===== config.mk =====
export PLATFORM = sky130hd
export DESIGN_NAME = ascii_command_frame_parser_core
export DESIGN_NICKNAME = d
export VERILOG_FILES = /design/src/hdl/acfp_pkg.sv /design/src/hdl/acfp_frame.sv /design/src/hdl/ascii_command_frame_parser_core.sv
export SDC_FILE = /design/constraint.sdc
export NUM_CORES = 1
export LEC_CHECK = 0
export ABC_AREA = 1
export BUFFER_PORTS_ARGS = -buffer_cell sky130_fd_sc_hd__buf_4
export CAP_MARGIN = 30
export CORE_MARGIN = 8
export CORE_UTILIZATION = 62
export CTS_CLUSTER_SIZE = 12
export DETAILED_ROUTE_END_ITERATION = 10
export PLACE_DENSITY = 0.82
export RECOVER_POWER = 25
export SLEW_MARGIN = 40
export SYNTH_ARGS = -nofsm -noshare
export SYNTH_HDL_FRONTEND = slang
export SYNTH_SLANG_ARGS = --single-unit

===== constraint.sdc =====
create_clock -name clk -period 5.1 [get_ports clk]
set_input_delay 0.765 -clock clk [delete_from_list [all_inputs] [get_ports clk]]
set_output_delay 0.765 -clock clk [all_outputs]
set_load 0.01 [all_outputs]

===== src/hdl/acfp_pkg.sv =====
// Shared constants, types and functions for the ASCII command frame parser.
package acfp_pkg;

	localparam int unsigned PosW = 5;
	localparam int unsigned NumW = 16;
	localparam int unsigned CodeW = 3;

	localparam logic [PosW-1:0] POS_IDLE      = 5'd19;
	localparam logic [PosW-1:0] POS_LAST      = 5'd18;
	localparam logic [PosW-1:0] POS_CMD_LO    = 5'd1;
	localparam logic [PosW-1:0] POS_CMD_HI    = 5'd4;
	localparam logic [PosW-1:0] POS_TGT_LO    = 5'd6;
	localparam logic [PosW-1:0] POS_TGT_HI    = 5'd9;
	localparam logic [PosW-1:0] POS_HIGH_LO   = 5'd11;
	localparam logic [PosW-1:0] POS_HIGH_HI   = 5'd14;
	localparam logic [PosW-1:0] POS_LOW_LO    = 5'd15;

	localparam logic [CodeW-1:0] CMD_NONE = 3'd0;
	localparam logic [CodeW-1:0] CMD_SCPV = 3'd1;
	localparam logic [CodeW-1:0] CMD_GCPV = 3'd2;
	localparam logic [CodeW-1:0] CMD_SDSM = 3'd3;
	localparam logic [CodeW-1:0] CMD_GDST = 3'd4;
	localparam logic [CodeW-1:0] CMD_CLED = 3'd5;

	localparam logic [31:0] NAME_SCPV = "SCPV";
	localparam logic [31:0] NAME_GCPV = "GCPV";
	localparam logic [31:0] NAME_SDSM = "SDSM";
	localparam logic [31:0] NAME_GDST = "GDST";
	localparam logic [31:0] NAME_CLED = "CLED";

	localparam logic [NumW-1:0] ASCII_ZERO = 16'd48;

	typedef struct packed {
		logic             fire;
		logic [CodeW-1:0] code;
		logic [NumW-1:0]  target;
		logic [NumW-1:0]  high;
		logic [NumW-1:0]  low;
	} acfp_res_t;

	// acc*10 + (b - '0'), wrapped to 16 bits
	function automatic logic [NumW-1:0] fold_digit(input logic [NumW-1:0] acc,
			input logic [7:0] b);
		logic [NumW-1:0] times10;
		times10 = (acc << 3) + (acc << 1);
		return times10 + {8'd0, b} - ASCII_ZERO;
	endfunction

	function automatic logic [CodeW-1:0] match_name(input logic [31:0] chars);
		logic [CodeW-1:0] code;
		unique case (chars)
			NAME_SCPV: code = CMD_SCPV;
			NAME_GCPV: code = CMD_GCPV;
			NAME_SDSM: code = CMD_SDSM;
			NAME_GDST: code = CMD_GDST;
			NAME_CLED: code = CMD_CLED;
			default:   code = CMD_NONE;
		endcase
		return code;
	endfunction

endpackage


===== src/hdl/acfp_frame.sv =====
// Frame position tracking, command capture and decimal field accumulation.
module acfp_frame
	import acfp_pkg::*;
(
	input  logic            clk,
	input  logic            arst_n,
	input  logic            step,
	input  logic [7:0]      rx_byte,
	input  logic            frame_start,
	output acfp_res_t       res
);

	logic [PosW-1:0] pos_q;
	logic [31:0]     cmd_q;
	logic [NumW-1:0] tgt_q;
	logic [NumW-1:0] hi_q;
	logic [NumW-1:0] lo_q;
	logic [PosW-1:0] pos_nx;
	logic            active;

	assign pos_nx = pos_q + 5'd1;
	assign active = (pos_q < POS_IDLE);

	always_ff @(posedge clk or negedge arst_n) begin
		if (!arst_n) begin
			pos_q <= POS_IDLE;
			cmd_q <= '0;
			tgt_q <= '0;
			hi_q  <= '0;
			lo_q  <= '0;
		end else if (step) begin
			if (frame_start) begin
				pos_q <= '0;
				cmd_q <= '0;
				tgt_q <= '0;
				hi_q  <= '0;
				lo_q  <= '0;
			end else if (active) begin
				case (pos_nx) inside
					[POS_CMD_LO:POS_CMD_HI]:   cmd_q <= {cmd_q[23:0], rx_byte};
					[POS_TGT_LO:POS_TGT_HI]:   tgt_q <= fold_digit(tgt_q, rx_byte);
					[POS_HIGH_LO:POS_HIGH_HI]: hi_q  <= fold_digit(hi_q, rx_byte);
					[POS_LOW_LO:POS_LAST]:     lo_q  <= fold_digit(lo_q, rx_byte);
					default: ;
				endcase
				pos_q <= (pos_nx == POS_LAST) ? POS_IDLE : pos_nx;
			end
		end
	end

	assign res.fire   = step && !frame_start && active && (pos_nx == POS_LAST);
	assign res.code   = match_name(cmd_q);
	assign res.target = tgt_q;
	assign res.high   = hi_q;
	assign res.low    = fold_digit(lo_q, rx_byte);

endmodule


===== src/hdl/ascii_command_frame_parser_core.sv =====
// Top level of the ASCII command frame parser: input stage, frame logic, result register.
//
//  channel  handshake             payload
//  in       in_valid / in_ready   rx_byte, frame_start
//  out      out_valid / out_ready command_code, target_number, high_number, low_number
//
// One word per cycle sustained while no stalled result holds the input stage.
// Words pass an input register, then frame logic updates state and loads the result register.
// The input stage holds only while a result waits in the output register with out_ready low.
// Reset empties both stages and leaves the frame logic idle until a frame start.
module ascii_command_frame_parser_core
	import acfp_pkg::*;
(
	input  logic                    clk,
	input  logic                    arst_n,
	input  logic                    in_valid,
	output logic                    in_ready,
	input  logic [7:0]              rx_byte,
	input  logic                    frame_start,
	output logic                    out_valid,
	input  logic                    out_ready,
	output logic [CodeW-1:0]        command_code,
	output logic signed [NumW-1:0]  target_number,
	output logic signed [NumW-1:0]  high_number,
	output logic signed [NumW-1:0]  low_number
);

	logic            valid_s1;
	logic [7:0]      byte_s1;
	logic            start_s1;
	logic            adv_s1;
	acfp_res_t       res;

	logic            out_valid_q;
	logic [CodeW-1:0] code_q;
	logic [NumW-1:0] tgt_q;
	logic [NumW-1:0] hi_q;
	logic [NumW-1:0] lo_q;

	assign adv_s1   = valid_s1 && (!out_valid_q || out_ready);
	assign in_ready = !valid_s1 || adv_s1;

	always_ff @(posedge clk or negedge arst_n) begin
		if (!arst_n) begin
			valid_s1 <= 1'b0;
		end else if (in_ready) begin
			valid_s1 <= in_valid;
		end
	end

	always_ff @(posedge clk) begin
		if (in_ready && in_valid) begin
			byte_s1  <= rx_byte;
			start_s1 <= frame_start;
		end
	end

	acfp_frame u_frame (
		.clk         (clk),
		.arst_n      (arst_n),
		.step        (adv_s1),
		.rx_byte     (byte_s1),
		.frame_start (start_s1),
		.res         (res)
	);

	always_ff @(posedge clk or negedge arst_n) begin
		if (!arst_n) begin
			out_valid_q <= 1'b0;
		end else if (res.fire) begin
			out_valid_q <= 1'b1;
		end else if (out_ready) begin
			out_valid_q <= 1'b0;
		end
	end

	always_ff @(posedge clk) begin
		if (res.fire) begin
			code_q <= res.code;
			tgt_q  <= res.target;
			hi_q   <= res.high;
			lo_q   <= res.low;
		end
	end

	assign out_valid     = out_valid_q;
	assign command_code  = code_q;
	assign target_number = $signed(tgt_q);
	assign high_number   = $signed(hi_q);
	assign low_number    = $signed(lo_q);

endmodule


==> metrics.yaml <==
outcome: "finished with violations"
violations: "capacitance limit, slew limit"
grt.total_usage: 0.215
antenna_found_initial: 0
period_share: 0.613
synthCells: 1103
clock_skew_ns: 0.0107
finalPower_mw: 7.84
final-hold-violation-count: 0
tns_ns: 0
ios: 66
grt_pass1_vias: 7197
grt_pass1_wl_um: 33600
rsz0062_at_grt: "false"
crit_required_ns: 5.41
syn_area_um2: 9330
maxSlewViolCount: 38
arrival_ns: 3.44
leakage_nw: 5.45
synth_top_area_cell: "dfrtp_1"
worst_pin_slew_ns: 1.97
syn_area_per_cell_um2: 8.46
clk_pin_slew_worst_paths_ns: 0.06
switching_power_mw: 3.69
p_per_area_nw_per_um2: 738
cts_tree: "yes"
port_buffers: 65
grt_max_degree: 51
dieHeight_um: 139
start_kind: "register"
worstSetupEndpointType: "register"
root_buffer: "clkbuf_16"
initial_core_util: 0.623
setup_viol: 0
synth.distinct_cells: 33
synth_top_cell_area_share: 0.223
drive_gt1_frac: 0.104
via_per_inst: 5.35
ff2ff_setup_slack_ns: 1.97
p_comb_frac: 0.626
synth-edff-count: 60
fin_nets: 1310
cts_buffer_depth: 2
cts-buffers-inserted: 17
seqPwrFrac: 0.214
async_flop_share: 0.589
drt-pass1-iter-count: 5
hpwl_um: 15000
synth_ff_type: "dfrtp_1"
cts.sink_count: 146
hp-class: "register to register"
fin_area_um2: 10600
fp.dieW_um: 139
vias: 7346
drc: 0
ys_ff_latch: 146
internal_power_mw: 4.15
wire_per_inst_um: 14.5
drt.antenna.violating_nets: 0
antenna_cells: 0
wl_um: 20000
slew_headroom: -0.315
row_count: 45
hold_buffers: 0
cts_resized: 0
dieArea_um2: 19200
post-cts-setup-buffer-count: 0
max_cap_viol_count: 1
setup.worst_path.class: "register to register"
p_clk_frac: 0.160
gp_congestion: 0.947
syn-num-nets: 1240
worstPathMaxFanout: 4
ys_warn_count: 0
overflow: 0
coreArea_um2: 15000
area_growth_pct: 13.9
cts-htree-levels: 4
seq_area_frac_synth: 0.424
finalCriticalPeriod_ns: 3.13
ir_worst_vdd_uv: 524
clock_latency_ns: 0.43
dpl_cell_area_um2: 10000
fmax_mhz: 320
swShare: 0.471
synth_area_leaders: "dfrtp_1 22%, edfxtp_1 19%, ha_1 14%"
detailedRoute.firstIterationViolations: 512
[through the flow]
step / setup WS [ns] / std cells / hold WS [ns] / utilization
finish: 1.97 / 1374 / 0.461 / 0.710
floorplan: 0.981 / 1103 / 0.425 / -
global route: 1.70 / 1374 / 0.473 / 0.710
CTS: 2.00 / 1374 / 0.289 / 0.710
detailed placement: 2.02 / 1342 / 0.441 / 0.670
global placement: 1.96 / 1340 / 0.432 / 0.667
[cells in the mapped netlist, types with 11 or more instances]
cell type / n
dfrtp_1: 83
nand2_1: 244
xor2_1: 11
o21ai_0: 24
xnor2_1: 12
a21oi_1: 28
edfxtp_1: 60
ha_1: 106
fa_1: 18
nor2_1: 81
o21ai_1: 11
o22ai_1: 32
nand4_1: 19
inv_1: 240
nand3_1: 73
[registers in the layout (all words and copies together), names as in the netlist]
name,cells
u_frame.tgt_q,16
high_number,16
low_number,16
target_number,16
u_frame.cmd_q,32
command_code,3
u_frame.pos_q,5
valid_s1,1
out_valid,1
u_frame.hi_q,16
byte_s1,8
u_frame.lo_q,15
start_s1,1
[cell families (layout without fill, tap and decap cells)]
family,after synthesis,in the layout,share of synthesized area
AO/OA/AOI/OAI,102,102,0.0610
XOR/XNOR,23,23,0.0216
adder cells (fa/ha/maj),124,124,0.181
buffers and inverters,265,348,0.110
flip-flops,146,146,0.424
AND/OR/NAND/NOR,443,443,0.203
[layout make-up]
class	instances	area [µm²]
Multi-Input combinational cell	692	4370
Sequential cell	146	3960
Inverter	246	923
Tap cell	188	235
Clock inverter	9	103
Clock buffer	23	500
Fill cell	1136	4350
Timing Repair Buffer	70	542
[cells in the final DEF, fill, tap and decap left out, types with 18 or more instances in the layout]
cell type	count
a21oi_1	28
buf_4	57
clkbuf_16	19
dfrtp_1	83
edfxtp_1	60
fa_1	18
ha_1	106
inv_1	240
nand2_1	244
nand3_1	72
nand4_1	19
nor2_1	80
o21ai_0	24
o22ai_1	32
[metal layers]
metal	global-route usage	up-vias	share of wire	wire (µm)
met4	0.0803	0	0.024	478
met1	0.271	3430	0.44	8850
met5	0	-	0	0
met3	0.0523	44	0.062	1230
li1	-	3650	-	-
met2	0.353	222	0.47	9400
[power groups by stage]
stage | combinational (mW) | sequential, mW | clock, mW
floorplan | 3.85 | 1.64 | 0
global placement | 4.66 | 1.69 | 0
detailed placement | 4.78 | 1.69 | 0
CTS | 4.87 | 1.67 | 1.28
global route | 5.67 | 1.70 | 1.32
finish | 4.91 | 1.68 | 1.25
[path summary, 6_finish.rpt]
path                                   from                end  cells after the start
min in group asynchronous            arst_n  u_frame.tgt_q[12]                      1
min reg2reg                u_frame.hi_q[15]    high_number[15]                      0
max reg2reg                      byte_s1[3]   u_frame.hi_q[15]                     15
max                              byte_s1[3]   u_frame.hi_q[15]                     15
max in group asynchronous            arst_n   u_frame.hi_q[10]                      2
min                        u_frame.hi_q[15]    high_number[15]                      0
[worst max-delay path, cell delays in order (launching register included)]
cell      delay [ns]
edfxtp_1        0.38
inv_1           0.13
fa_1            0.55
inv_1           0.04
ha_1            0.27
ha_1            0.16
inv_1           0.07
fa_1            0.41
o21ai_0         0.46
nand3_1         0.17
nand2_1         0.11
nand2_1         0.05
nand2_1         0.05
nor2_1          0.04
nand2_1         0.08
nand2_1         0.04
Power figures use the tool's default switching activity.
